[config.mk]
export PLATFORM = sky130hd
export DESIGN_NAME = mvt_cfg_regs_flat
export DESIGN_NICKNAME = d
export VERILOG_FILES = /design/src/mvt_pkg.sv /design/src/mvt_cfg_if.sv /design/src/mvt_cfg_regs.sv /design/src/flat_wrapper.sv
export SDC_FILE = /design/constraint.sdc
export NUM_CORES = 1
export LEC_CHECK = 0
export ABC_AREA = 0
export BUFFER_PORTS_ARGS = -buffer_cell sky130_fd_sc_hd__buf_2
export CORE_AREA = 3 3 159 161
export CTS_CLUSTER_DIAMETER = 120
export DETAILED_ROUTE_END_ITERATION = 8
export DIE_AREA = 0 0 162 164
export MAX_ROUTING_LAYER = met4
export PLACE_DENSITY = 0.65
export SYNTH_ARGS = -nofsm -noshare
export SYNTH_HDL_FRONTEND = slang
export SYNTH_SLANG_ARGS = --single-unit
[constraint.sdc]
create_clock -name clk -period 1.2 [get_ports clk]
set_input_delay 0.06 -clock clk [delete_from_list [all_inputs] [get_ports clk]]
set_output_delay 0.06 -clock clk [all_outputs]
set_load 0.01 [all_outputs]
[src/mvt_pkg.sv]
package mvt_pkg;

  // Pipeline depth from input register to output register.
  localparam int NUM_STAGES = 7;

  localparam int CFG_DATA_W = 64;

  // Axis components are signed Q2.19; trig and scale words are 32 bits.
  localparam int AXIS_W     = 21;
  localparam int AXIS_FRAC  = 19;
  localparam int COEF_W     = 32;
  localparam int SCALE_FRAC = 16;
  localparam int TRIG_FRAC  = 30;

  localparam logic signed [COEF_W:0] ONE_Q30 = 33'sd1073741824;

  localparam logic [3*AXIS_W-1:0]      AXIS_RESET  = 63'd524288;
  localparam logic signed [COEF_W-1:0] SCALE_RESET = 32'sd65536;
  localparam logic signed [COEF_W-1:0] COS_RESET   = 32'sd1073741824;
  localparam logic signed [COEF_W-1:0] SIN_RESET   = 32'sd0;

  typedef enum logic [1:0] {
    MODE_TRANSLATE = 2'd0,
    MODE_SCALE     = 2'd1,
    MODE_ROTATE    = 2'd2,
    MODE_PASS      = 2'd3
  } mode_t;

  typedef enum logic [2:0] {
    CFG_MODE         = 3'd0,
    CFG_OFFSET_X     = 3'd1,
    CFG_OFFSET_Y     = 3'd2,
    CFG_OFFSET_Z     = 3'd3,
    CFG_UNIT_AXIS    = 3'd4,
    CFG_SCALE_FACTOR = 3'd5,
    CFG_COS_ANGLE    = 3'd6,
    CFG_SIN_ANGLE    = 3'd7
  } cfg_idx_t;

  typedef struct packed {
    mode_t                     mode;
    logic [3*AXIS_W-1:0]       axis;
    logic signed [COEF_W-1:0]  scale;
    logic signed [COEF_W-1:0]  cos;
    logic signed [COEF_W-1:0]  sin;
  } cfg_t;

  typedef struct packed {
    logic [NUM_STAGES-1:0] en;
    logic [NUM_STAGES-1:0] vld;
  } pipe_ctrl_t;

endpackage

[src/mvt_cfg_if.sv]
interface mvt_cfg_if;
  logic                              valid;
  logic                              ready;
  mvt_pkg::cfg_idx_t                 index;
  logic [mvt_pkg::CFG_DATA_W-1:0]    data;

  modport source (output valid, output index, output data, input ready);
  modport sink (input valid, input index, input data, output ready);
endinterface

[src/mvt_cfg_regs.sv]
module mvt_cfg_regs #(
  parameter int COORD_WIDTH = 32
) (
  input  logic                          clk,
  input  logic                          rst_n,
  mvt_cfg_if.sink                       cfg_wr,
  output mvt_pkg::cfg_t                 cfg,
  output logic signed [COORD_WIDTH-1:0] off [3]
);
  import mvt_pkg::*;

  cfg_t                          cfg_r;
  logic signed [COORD_WIDTH-1:0] off_r [3];

  assign cfg_wr.ready = 1'b1;

  always_ff @(posedge clk) begin
    if (!rst_n) begin
      cfg_r.mode  <= MODE_TRANSLATE;
      cfg_r.axis  <= AXIS_RESET;
      cfg_r.scale <= SCALE_RESET;
      cfg_r.cos   <= COS_RESET;
      cfg_r.sin   <= SIN_RESET;
      for (int i = 0; i < 3; i++) begin
        off_r[i] <= '0;
      end
    end else if (cfg_wr.valid && cfg_wr.ready) begin
      case (cfg_wr.index)
        CFG_MODE:         cfg_r.mode  <= mode_t'(cfg_wr.data[1:0]);
        CFG_OFFSET_X:     off_r[0]    <= cfg_wr.data[COORD_WIDTH-1:0];
        CFG_OFFSET_Y:     off_r[1]    <= cfg_wr.data[COORD_WIDTH-1:0];
        CFG_OFFSET_Z:     off_r[2]    <= cfg_wr.data[COORD_WIDTH-1:0];
        CFG_UNIT_AXIS:    cfg_r.axis  <= cfg_wr.data[3*AXIS_W-1:0];
        CFG_SCALE_FACTOR: cfg_r.scale <= cfg_wr.data[COEF_W-1:0];
        CFG_COS_ANGLE:    cfg_r.cos   <= cfg_wr.data[COEF_W-1:0];
        CFG_SIN_ANGLE:    cfg_r.sin   <= cfg_wr.data[COEF_W-1:0];
        default: begin
        end
      endcase
    end
  end

  assign cfg = cfg_r;
  assign off = off_r;
endmodule

[src/flat_wrapper.sv]
// flat-port wrapper written by rule: the top's interface ports become plain ports
module mvt_cfg_regs_flat import mvt_pkg::*;
#(
  parameter int COORD_WIDTH = 32
)
  (clk, rst_n, cfg, off, cfg_wr_valid, cfg_wr_index, cfg_wr_data, cfg_wr_ready);
  mvt_cfg_if cfg_wr_i ();
  input  logic clk;
  input  logic rst_n;
  output mvt_pkg::cfg_t cfg;
  output logic signed [COORD_WIDTH-1:0] off[3];
  input wire logic [$bits(cfg_wr_i.valid)-1:0] cfg_wr_valid;
  input wire logic [$bits(cfg_wr_i.index)-1:0] cfg_wr_index;
  input wire logic [$bits(cfg_wr_i.data)-1:0] cfg_wr_data;
  output wire logic [$bits(cfg_wr_i.ready)-1:0] cfg_wr_ready;
  assign cfg_wr_i.valid = cfg_wr_valid;
  assign cfg_wr_i.index = cfg_wr_index;
  assign cfg_wr_i.data = cfg_wr_data;
  assign cfg_wr_ready = cfg_wr_i.ready;
  mvt_cfg_regs #(.COORD_WIDTH(COORD_WIDTH)) u_core (.clk(clk), .rst_n(rst_n), .cfg_wr(cfg_wr_i), .cfg(cfg), .off(off));
endmodule
# Word level (Yosys, flattened, before mapping)
# Index checks and enable logic that the tools add are counted.
# word_totals
reg_bits	257
latchBits	0
mem_bits_rw	0
mem_bits_ro	0
inputBits	70
output_inout_bits	258
word_cells	24
n_memories	0
# op_classes
n_addsub	0
n_mul	0
div	0
magnitude_cmp	0
n_eq_ne	7
shift	0
muxes	0
n_bitwise	0
reduce_logical	9
# ops
cell	n
$reduce_and 2->1	8
$eq 3x3->1 const B	4
$eq 3x2->1 const B	2
$eq 3x1->1 const B	1
$logic_not 3->1	1

# Depth between registers and ports, before layout
# depth
ltp_word	2
depth_mapped	5
mapped_depth_nobuf	2

# Worst setup path before layout
# OpenSTA, ideal clock, no wires.
# synth_path
path_kind	input to register
start	input cfg_wr_index[1]
end	register u_core.cfg_r (netlist bit u_core.cfg[96])
setup_time_ns	0.072
t_arrival_ns	0.966
path_slack_ns	0.162
path_stages	5
n_path_buf	3
cell_sequence	buf_4 -> and4bb_1 -> buf_6 -> buf_12 -> mux2i_1
# synth_between
elab_chain_len	2
# synth_rtl
element	line	text
start: declaration	flat_wrapper.sv:13	input wire logic [$bits(cfg_wr_i.index)-1:0] cfg_wr_index;
$eq 3x3->1	mvt_cfg_regs.sv:28	case (cfg_wr.index)
$reduce_and 2->1 (no line)	--	
end: declaration	mvt_cfg_regs.sv:12	cfg_t cfg_r;
# No other way between the ends.
# A chain may end at the register's enable or synchronous reset.

# Final worst setup path
# layout_path
start	input cfg_wr_index[1]
end	register u_core.cfg_r (netlist bit u_core.cfg[143])
# The elaborated chain is that of the path after synthesis.

==> impl_metrics.tcl <==
set metrics [dict create \
    synth_seq_area_share_pct 53.9 \
    io_buffers 325 \
    cts.path.max_buffers 3 \
    ir_drop_v 0.00122 \
    worstPathCellList "dlygate4sd3_1 > buf_2 > and4bb_4 > buf_12 > mux2i_2" \
    postSynthCellCount 914 \
    drc 0 \
    grt_max_degree 35 \
    die_y_um 164 \
    async_flop_share_pct 0 \
    cts_root_buffer "clkbuf_16" \
    antenna_left 0 \
    synth_top_area_cell "dfxtp_1" \
    synth_ff_type "dfxtp_1" \
    hold_class "in -> reg" \
    via_per_inst 4.68 \
    antenna_found_initial 0 \
    post-cts-setup-buffers 0 \
    slowest_stage "dlygate4sd3_1" \
    grt_setup_unrepaired "true" \
    worstPathRequired_ns 1.64 \
    cts_buffers 27 \
    grt_pass1_vias 7785 \
    clkTransAtPathRegs_ns 0.06 \
    final_net_count 1360 \
    vias 7639 \
    syn_nets 984 \
    overflow 0 \
    drt-pass1-iter-count 4 \
    whs_ns 0.0111 \
    maxCapViolations 0 \
    cp-start-kind "input port" \
    crit_buf_inv 3 \
    final_cells 1631 \
    yosys-top-cells-area "dfxtp_1 54%, mux2i_1 27%, nand2_1 12%" \
    hpwl_mm 18.9 \
    slew_viol_final 0 \
    fmax_mhz 835 \
    synth_top_area_share_pct 53.9 \
    die_w_um 162 \
    syn_avg_cell_area_um2 10.4 \
    cts_sinks 257 \
    outcome "completed" \
    cp_top_family "buffers and inverters" \
    ios 328 \
    routed_wl_mm 27.4 \
    rows 57 \
    detailedRoute.firstIterationViolations 312 \
    drive_above_1_share_pct 31.9 \
    arrival_ns 1.64 \
    wire_per_inst_um 16.8 \
    yosys_warnings 0 \
    min_period_over_period_pct 99.8 \
    yosys_register_bits 257 \
    post_synth_num_cell_types 16 \
    critPathMaxStageDelay_ns 0.55 \
    critPathMaxFanout 25 \
    core_area_mm2 0.0241 \
    p_leak_uw 0.00709 \
    synth_common_cells "317 x nand2_1, 257 x dfxtp_1, 257 x mux2i_1" \
    worstSkewPairLatency_ns 0.52 \
    die_area_mm2 0.0266 \
    dpl_worst_slack_ns 0.00283 \
    tritoncts "done" \
    syn_area_mm2 0.00954 \
    fin_skew_ns 0 \
    fin_tns_setup_ns 0 \
    place_inst 1536 \
    fin_area_mm2 0.0131 \
    worstSetupEndpointType "flip-flop" \
    setup_violations 0 \
    htreeDepth 1 \
    setup_ws_ns 0.00250 \
    place_congestion 0.756 \
    grt_pass1_wl_mm 42.6 \
    grt_usage_pct 20.5 \
    layout_min_cycle_time_ns 1.20 \
    diodes 0 \
    area_delta_synth_final_pct 37.8 \
    path_class "in -> reg" \
    start_util_pct 39.6 \
    pwr_density_cell_mw_per_mm2 1440 \
    synth_edf_count 0 \
    hold_violations 0 \
    synth_most_common_cell "nand2_1" \
    dpl_cell_area_mm2 0.0117 \
]
-- registers in the layout, indices dropped and copies added (netlist names) --
register and count:
u_core.cfg 161, u_core.off 96
-- cell type report --
type | instances | area, um^2
sequential | 257 | 5140
clock inverter | 12 | 190
tap | 324 | 405
timing repair buffer | 415 | 2690
clock buffer | 34 | 732
multi-input combinational | 589 | 3990
fill | 2171 | 11000
-- where the power goes --
group | switching (uW) | internal [uW] | total (uW)
sequential | 96.7 | 8720 | 8820
clock | 3320 | 5360 | 8670
combinational | 814 | 662 | 1480
total | 4230 | 14700 | 19000
-- metal layers --
metal | part of all wire (%) | GRT usage, % | wire length, um | vias to the layer above
li1 | - | - | - | 3759
met1 | 43 | 25.0 | 11700 | 3585
met2 | 48 | 34.8 | 13100 | 256
met3 | 6.9 | 4.56 | 1900 | 39
met4 | 2.5 | 4.77 | 676 | 0
met5 | 0 | - | 0 | -
-- through the flow --
| stage | utilization [%] | power (uW) |
|---|---|---|
| after CTS | 54.5 | 19200 |
| after detailed placement | 48.7 | 10400 |
| after floorplan | - | 9730 |
| final | 54.5 | 19000 |
| after global routing | 54.5 | 19700 |
| after global placement | 48.7 | 10300 |
-- logic make-up (layout without fill, tap and decap cells) --
group	after synthesis	count (layout)	share of synthesized area, %
buffers and inverters	68	461	4.79
AND/OR/NAND/NOR	331	331	14.3
multiplexers	257	257	27.0
other	1	1	0.0393
flip-flops	257	257	53.9
-- worst register-to-register path, delay by kind of cell (launching register included) --
kind             cells  cell delay (ns)
DFF                  1             0.33
muxes                1             0.16
and+or+nand+nor      1             0.08
-- layout by cell type (no fill, tap or decap), drive strengths merged --
| cell | instances |
|---|---|
| clkinvlp | 2 |
| clkbuf | 34 |
| bufinv | 5 |
| dfxtp | 257 |
| clkinv | 5 |
| dlygate4sd3 | 49 |
| nand4bb | 2 |
| nor4b | 1 |
| nand2 | 317 |
| conb | 1 |
| nand4 | 1 |
| and4bb | 1 |
| buf | 366 |
| nor2b | 6 |
| nand4b | 3 |
| mux2i | 257 |
-- final timing paths --
| kind | start | to | slack, ns | depth (start not counted) |
|---|---|---|---|---|
| setup / recovery | cfg_wr_index[1] | u_core.cfg[143] | 0.003 | 5 |
| hold / removal | cfg_wr_data[14] | u_core.off[78] | 0.01 | 3 |
| setup reg to reg | u_core.cfg[143] | u_core.cfg[143] | 0.55 | 2 |
| hold reg to reg | u_core.cfg[2] | u_core.cfg[2] | 0.45 | 2 |
-- what timing repair did --
item | CTS | global route
gates resized for setup | 0 | 1
hold buffers | 49 | 0
endpoints found under the hold margin | 122 | 0
setup endpoints to repair | 0 | 9
Power figures use the tool's default switching activity.
