<file path="config.mk">
export PLATFORM = sky130hd
export DESIGN_NAME = mvt_pipe_ctl
export DESIGN_NICKNAME = d
export VERILOG_FILES = /design/src/mvt_pkg.sv /design/src/mvt_pipe_ctl.sv
export SDC_FILE = /design/constraint.sdc
export NUM_CORES = 1
export LEC_CHECK = 0
export ABC_AREA = 1
export BUFFER_PORTS_ARGS = -buffer_cell sky130_fd_sc_hd__buf_2
export CORE_AREA = 2 2 39 41
export DETAILED_ROUTE_END_ITERATION = 10
export DIE_AREA = 0 0 41 43
export PLACE_DENSITY_LB_ADDON = 0.25
export SETUP_SLACK_MARGIN = 0.4
export SKIP_CTS_REPAIR_TIMING = 1
export SYNTH_ARGS = -nofsm -noshare
export SYNTH_HDL_FRONTEND = slang
export SYNTH_SLANG_ARGS = --single-unit
</file>
<file path="constraint.sdc">
create_clock -name clk -period 2.65 [get_ports clk]
set_input_delay 0.53 -clock clk [delete_from_list [all_inputs] [get_ports clk]]
set_output_delay 0.53 -clock clk [all_outputs]
set_load 0.005 [all_outputs]
</file>
<file path="src/mvt_pkg.sv">
package mvt_pkg;

  // Pipeline depth from input register to output register.
  localparam int NUM_STAGES = 7;

  localparam int CFG_DATA_W = 64;

  // Axis components are signed Q2.19; trig and scale words are 32 bits.
  localparam int AXIS_W     = 21;
  localparam int AXIS_FRAC  = 19;
  localparam int COEF_W     = 32;
  localparam int SCALE_FRAC = 16;
  localparam int TRIG_FRAC  = 30;

  localparam logic signed [COEF_W:0] ONE_Q30 = 33'sd1073741824;

  localparam logic [3*AXIS_W-1:0]      AXIS_RESET  = 63'd524288;
  localparam logic signed [COEF_W-1:0] SCALE_RESET = 32'sd65536;
  localparam logic signed [COEF_W-1:0] COS_RESET   = 32'sd1073741824;
  localparam logic signed [COEF_W-1:0] SIN_RESET   = 32'sd0;

  typedef enum logic [1:0] {
    MODE_TRANSLATE = 2'd0,
    MODE_SCALE     = 2'd1,
    MODE_ROTATE    = 2'd2,
    MODE_PASS      = 2'd3
  } mode_t;

  typedef enum logic [2:0] {
    CFG_MODE         = 3'd0,
    CFG_OFFSET_X     = 3'd1,
    CFG_OFFSET_Y     = 3'd2,
    CFG_OFFSET_Z     = 3'd3,
    CFG_UNIT_AXIS    = 3'd4,
    CFG_SCALE_FACTOR = 3'd5,
    CFG_COS_ANGLE    = 3'd6,
    CFG_SIN_ANGLE    = 3'd7
  } cfg_idx_t;

  typedef struct packed {
    mode_t                     mode;
    logic [3*AXIS_W-1:0]       axis;
    logic signed [COEF_W-1:0]  scale;
    logic signed [COEF_W-1:0]  cos;
    logic signed [COEF_W-1:0]  sin;
  } cfg_t;

  typedef struct packed {
    logic [NUM_STAGES-1:0] en;
    logic [NUM_STAGES-1:0] vld;
  } pipe_ctrl_t;

endpackage

</file>
<file path="src/mvt_pipe_ctl.sv">
module mvt_pipe_ctl (
  input  logic                clk,
  input  logic                rst_n,
  input  logic                in_valid,
  input  logic                out_ready,
  output logic                in_ready,
  output mvt_pkg::pipe_ctrl_t ctrl
);
  import mvt_pkg::*;

  logic [NUM_STAGES-1:0] vld_r;
  logic [NUM_STAGES-1:0] en;

  // A stage may load when it is empty or when the stage after it moves on.
  always_comb begin
    en[NUM_STAGES-1] = !vld_r[NUM_STAGES-1] || out_ready;
    for (int s = NUM_STAGES - 2; s >= 0; s--) begin
      en[s] = !vld_r[s] || en[s+1];
    end
  end

  always_ff @(posedge clk) begin
    if (!rst_n) begin
      vld_r <= '0;
    end else begin
      if (en[0]) begin
        vld_r[0] <= in_valid;
      end
      for (int s = 1; s < NUM_STAGES; s++) begin
        if (en[s]) begin
          vld_r[s] <= vld_r[s-1];
        end
      end
    end
  end

  assign in_ready = en[0];
  assign ctrl.en  = en;
  assign ctrl.vld = vld_r;

  // Items in flight change only by input and output transfers.
  a_item_count: assert property (@(posedge clk) disable iff (!rst_n)
    $past(rst_n) |-> $countones(vld_r) == $past($countones(vld_r))
      + $past(in_valid && in_ready) - $past(vld_r[NUM_STAGES-1] && out_ready))
    else $error("pipeline item count does not match transfers");

  // Input is refused only when every stage holds an item.
  a_no_held_bubble: assert property (@(posedge clk) disable iff (!rst_n)
    !in_ready |-> &vld_r)
    else $error("input stalled while a stage is empty");

  // A delivered result with nothing behind it must not be shown again.
  a_no_repeat: assert property (@(posedge clk) disable iff (!rst_n)
    vld_r[NUM_STAGES-1] && out_ready && !vld_r[NUM_STAGES-2] |=> !vld_r[NUM_STAGES-1])
    else $error("result repeated after transfer");
endmodule

</file>
Word level (Yosys, flattened, before mapping):

Cells that the tools add are included.

* reduce and logical (&&, ||, !) cells: 14

Operators with widths (count)
* $logic_not 1->1: 7
* $logic_or 1x1->1: 7

* flip-flop bits (word level): 7
* input bits: 4
* output and inout port bits: 15
* word-level logic and storage cells: 21

Longest topological paths before layout:

* depth in word-level cells: 8
* depth in mapped cells: 5
* mapped depth without buffers: 5

Worst setup path after synthesis:

No wires, ideal clock.

* path type: input to output
* start point: input port out_ready
* end point: output port ctrl[7] (netlist bit)
* data arrival time: 1.138 ns
* required time: 2.120 ns
* path slack: 0.982 ns
* cell stages on the path: 5
* path through: inv_1 -> nand4_4 -> nor2_4 -> nand4_2 -> buf_4

RTL lines
* from (decl): RTL line mvt_pipe_ctl.sv:5 `input logic out_ready,`
* to (decl): RTL line mvt_pipe_ctl.sv:7 `output mvt_pkg::pipe_ctrl_t ctrl`

==> impl_results.html <==
<table>
<tr><th>Metric</th><th>Value</th></tr>
<tr><th colspan="2">Outcome</th></tr>
<tr><td>Status</td><td>finished, final reports clean</td></tr>
<tr><th colspan="2">Place</th></tr>
<tr><td>Post-placement cell count</td><td>67</td></tr>
<tr><td>Post-detail-place hpwl</td><td>471 µm</td></tr>
<tr><td>Post-Place Worst Slack</td><td>0.860 ns</td></tr>
<tr><td>Number of input and output port buffers inserted</td><td>18</td></tr>
<tr><td>Global placer's final weighted congestion</td><td>0.642</td></tr>
<tr><th colspan="2">Cells and area</th></tr>
<tr><td>Register containing the most flip-flops in the final layout</td><td>vld_r</td></tr>
<tr><td>Top flop regs</td><td>vld_r (7)</td></tr>
<tr><td>Ant diodes</td><td>0</td></tr>
<tr><td>Leading cell types in the layout, fill and taps excluded</td><td>buf_2, inv_1, dfxtp_1</td></tr>
<tr><td>Final Non-Filler Cells</td><td>71</td></tr>
<tr><td>Layout cell share with drive strength beyond 1</td><td>47.3%</td></tr>
<tr><td>Most frequent standard cell in the layout excluding fill and tap cells</td><td>buf_2</td></tr>
<tr><td>Number of flip-flops in the largest register</td><td>7</td></tr>
<tr><td>Area added between synthesis and finish</td><td>43.6%</td></tr>
<tr><td>Register Area</td><td>140 µm²</td></tr>
<tr><td>Net count reported at finish</td><td>60</td></tr>
<tr><td>Fill cells</td><td>156</td></tr>
<tr><td>Total area of multi-input combinational cells</td><td>110 µm²</td></tr>
<tr><th colspan="2">STA</th></tr>
<tr><td>Final critical delay including setup and external delays</td><td>1.78 ns</td></tr>
<tr><td>Worst Tran Pin Value</td><td>0.228 ns</td></tr>
<tr><td>Worst path setup slack after routing</td><td>0.871 ns</td></tr>
<tr><td>Total count of max-transition violations in the final report</td><td>0</td></tr>
<tr><td>Achievable clock frequency</td><td>0.562 GHz</td></tr>
<tr><td>Unrepaired setup endpoints after global routing</td><td>no</td></tr>
<tr><td>Worst-case headroom to the max-slew limit</td><td>84.8%</td></tr>
<tr><td>Sum of negative setup slack</td><td>0 ns</td></tr>
<tr><td>Final number of hold-violating endpoints</td><td>0</td></tr>
<tr><td>Final clock period utilization by the worst path</td><td>67.1%</td></tr>
<tr><td>Total of endpoints with negative setup slack in the final report</td><td>0</td></tr>
<tr><td>Post-route clock skew</td><td>0.00335 ns</td></tr>
<tr><th colspan="2">Worst hold path</th></tr>
<tr><td>Worst Hold Path EP</td><td>vld_r[1]</td></tr>
<tr><td>Count of cells along the worst hold path</td><td>2</td></tr>
<tr><td>Hold Startpoint</td><td>vld_r[0]</td></tr>
<tr><td>Hold/Removal Path Class</td><td>reg -&gt; reg</td></tr>
<tr><th colspan="2">Worst setup path</th></tr>
<tr><td>Register-to-register setup slack</td><td>1.64 ns</td></tr>
<tr><td>Startpoint Class</td><td>primary input</td></tr>
<tr><td>Crit Path Class</td><td>in -&gt; out</td></tr>
<tr><td>Cells along the critical path</td><td>buf_2 -&gt; inv_1 -&gt; nand4_4 -&gt; nor2_4 -&gt; nand4_2 -&gt; buf_2</td></tr>
<tr><td>Reg2reg start</td><td>vld_r[5]</td></tr>
<tr><td>Total number of cells along the worst setup path</td><td>6</td></tr>
<tr><td>Critical path's largest stage delay</td><td>0.16 ns</td></tr>
<tr><td>CP top delay family</td><td>simple AND/OR/NAND/NOR gates</td></tr>
<tr><td>Critical path fanouts, max</td><td>5</td></tr>
<tr><td>Element type at the critical path end</td><td>output port</td></tr>
<tr><td>Data arrival time at the worst-slack endpoint</td><td>1.25 ns</td></tr>
<tr><td>Critical Path Slowest Stage Cell</td><td>nor2_4</td></tr>
<tr><td>Cell with the most instances on the worst path</td><td>buf_2</td></tr>
<tr><td>Count of buffering cells on the critical path with inverters included</td><td>3</td></tr>
<tr><td>Required arrival time at the worst endpoint</td><td>2.12 ns</td></tr>
<tr><td>Worst reg-to-reg path cell count</td><td>4</td></tr>
<tr><td>End of the worst register-to-register path</td><td>vld_r[0]</td></tr>
<tr><th colspan="2">GRT</th></tr>
<tr><td>Largest net degree at the start of global routing</td><td>8</td></tr>
<tr><td>Global route hottest layer</td><td>met1</td></tr>
<tr><td>Via count of the first global-routing pass</td><td>235</td></tr>
<tr><td>Met3 routing resource usage after global routing</td><td>3.14%</td></tr>
<tr><td>Met1 GRT Util</td><td>10.4%</td></tr>
<tr><td>Congestion Overflow GR</td><td>0</td></tr>
<tr><td>Total routing resource utilization after global routing</td><td>8.36%</td></tr>
<tr><td>Antenna violations before repair</td><td>0</td></tr>
<tr><td>Met2 usage</td><td>10.3%</td></tr>
<tr><td>Global-route wire length before repair</td><td>931 µm</td></tr>
<tr><th colspan="2">Logic synthesis</th></tr>
<tr><td>Adder and majority cell fraction of the synthesized area</td><td>0%</td></tr>
<tr><td>Synth top area share</td><td>47.5%</td></tr>
<tr><td>Combined area of all synthesized cells</td><td>295 µm²</td></tr>
<tr><td>Synth Instances</td><td>34</td></tr>
<tr><td>Yosys cell types</td><td>11</td></tr>
<tr><td>Main combinational cell family by area after synthesis</td><td>simple AND/OR/NAND/NOR gates</td></tr>
<tr><td>Synth Area in XOR/XNOR</td><td>0%</td></tr>
<tr><td>Area fraction in and, or, nand and nor cells after synthesis</td><td>27.5%</td></tr>
<tr><td>Biggest area consumer among synthesized cells</td><td>dfxtp_1</td></tr>
<tr><td>Mapped Nets</td><td>38</td></tr>
<tr><td>Compound-Gate Fraction of Synth Area</td><td>9.75%</td></tr>
<tr><td>Synth Area per Inst</td><td>8.68 µm²</td></tr>
<tr><td>Top area cells in the synthesized netlist</td><td>dfxtp_1, inv_1, nand4_4</td></tr>
<tr><td>#FFs+latches synth</td><td>7</td></tr>
<tr><td>Yosys warnings</td><td>0</td></tr>
<tr><td>Multiplexer fraction of the synthesized cell area</td><td>0%</td></tr>
<tr><td>Sequential area share after synthesis</td><td>47.5%</td></tr>
<tr><th colspan="2">Flow run</th></tr>
<tr><td>Max capacitance violation total</td><td>0</td></tr>
<tr><th colspan="2">Route</th></tr>
<tr><td>Routed vias</td><td>285</td></tr>
<tr><td>WL final</td><td>594 µm</td></tr>
<tr><td>Detailed-route wire length per cell</td><td>8.37 µm</td></tr>
<tr><td>Antenna violation net count after detailed routing</td><td>0</td></tr>
<tr><td>Detailed-route DRC error count</td><td>0</td></tr>
<tr><td>Via count normalized by instance count</td><td>4.01</td></tr>
<tr><td>First-pass detailed-route iteration total</td><td>4</td></tr>
<tr><td>Count of routing violations after the opening detailed-route iteration</td><td>5</td></tr>
<tr><th colspan="2">Power and ir drop</th></tr>
<tr><td>Sequential power share</td><td>50.9%</td></tr>
<tr><td>Switching power</td><td>46.9 µW</td></tr>
<tr><td>Leakage power figure</td><td>0.000193 µW</td></tr>
<tr><td>Peak ir drop on the vdd network</td><td>0.149 mV</td></tr>
<tr><td>Net switching fraction of the power</td><td>21.6%</td></tr>
<tr><td>Share of power burned in the clock network</td><td>44.3%</td></tr>
<tr><td>Total power density per cell area</td><td>511 nW/µm²</td></tr>
<tr><td>Relative contribution of combinational cells to total power</td><td>4.7%</td></tr>
<tr><td>Power Internal</td><td>170 µW</td></tr>
<tr><th colspan="2">CTS</th></tr>
<tr><td>Root buffer cell</td><td>clkbuf_4</td></tr>
<tr><td>Total number of H-tree levels</td><td>1</td></tr>
<tr><td>Source-to-sink clock delay at the later pin of the worst-skew pair</td><td>0.25 ns</td></tr>
<tr><td>Number of clock buffers inserted by TritonCTS</td><td>3</td></tr>
<tr><td>TritonCTS Sinks</td><td>7</td></tr>
<tr><td>Maximum number of buffers from clock root to sink</td><td>2</td></tr>
<tr><td>TritonCTS clock tree</td><td>yes</td></tr>
<tr><td>Clock slew at the register clock pins of the worst setup and hold paths</td><td>0.05 ns</td></tr>
<tr><th colspan="2">Die</th></tr>
<tr><td>Core ar.</td><td>1380 µm²</td></tr>
<tr><td>Count of boundary I/O pins</td><td>19</td></tr>
<tr><td>Die Footprint</td><td>1760 µm²</td></tr>
<tr><td>Horizontal extent of the die</td><td>41 µm</td></tr>
<tr><td>Chip Height</td><td>43 µm</td></tr>
<tr><td>Initial cell density of the core</td><td>21.3%</td></tr>
<tr><td>Total number of placement rows</td><td>14</td></tr>
</table>
[synthesized netlist by cell type]
| master | instances |
|---|---|
| nand2_1 | 2 |
| nand4_4 | 1 |
| a21oi_1 | 4 |
| nand3_2 | 1 |
| nor2_1 | 5 |
| buf_4 | 1 |
| nor2_4 | 1 |
| inv_1 | 10 |
| dfxtp_1 | 7 |
| a21oi_2 | 1 |
| nand4_2 | 1 |
[power by group through the flow]
stage          logic (µW)  clock network (µW)  registers [µW]
4_1_cts              10.6                99.9             110
3_5_place_dp         10.6                   0             113
2_1_floorplan        4.78                   0             113
5_1_grt              12.1                 105             111
3_3_place_gp         10.4                   0             113
6_report             10.3                96.1             111
[metal layers]
layer	vias up	part of all wire, %
li1	146	-
met2	18	41
met3	0	14
met5	-	0
met4	0	0
met1	121	45
[kinds of logic (layout without fill, tap and decap cells)]
kind of cell           count (synthesis)  count (layout)
and+or+nand+nor                       11              11
buffers and inverters                 11              32
DFF                                    7               7
AOI/OAI and AO/OA                      5               5
[worst register-to-register path, stage by stage (launching register included)]
cell and delay (ns):
dfxtp_1 0.40, nand4_4 0.14, nor2_4 0.16, nand4_2 0.12
a21oi_2 0.13
[layout make-up]
cell class              instances  area share (%)
repair buffers                 18            21.2
inverters                      10            8.85
flip-flops and latches          7            33.0
multi-input cells              16            26.0
well taps                      16            4.72
clock buffers                   4            6.19
[worst max-delay path by stage]
stage / endpoint / from / slack (ns)
2_1_floorplan: ctrl[7] / out_ready / 0.98
3_3_place_gp: ctrl[7] / out_ready / 0.89
3_5_place_dp: ctrl[7] / out_ready / 0.86
4_1_cts: ctrl[7] / out_ready / 0.85
5_1_grt: in_ready / out_ready / 0.75
6_report: ctrl[7] / out_ready / 0.87
[per-stage QoR]
step / total power (µW) / utilization, % / area, µm² / hold slack, ns
2_1_floorplan: 117 / - / 295 / 0.470
3_3_place_gp: 123 / 28.8 / 398 / 0.476
3_5_place_dp: 123 / 28.8 / 398 / 0.482
4_1_cts: 221 / 30.7 / 424 / 0.496
5_1_grt: 228 / 30.7 / 424 / 0.527
6_report: 217 / 30.7 / 424 / 0.491
(Power assumes the default switching activity.)
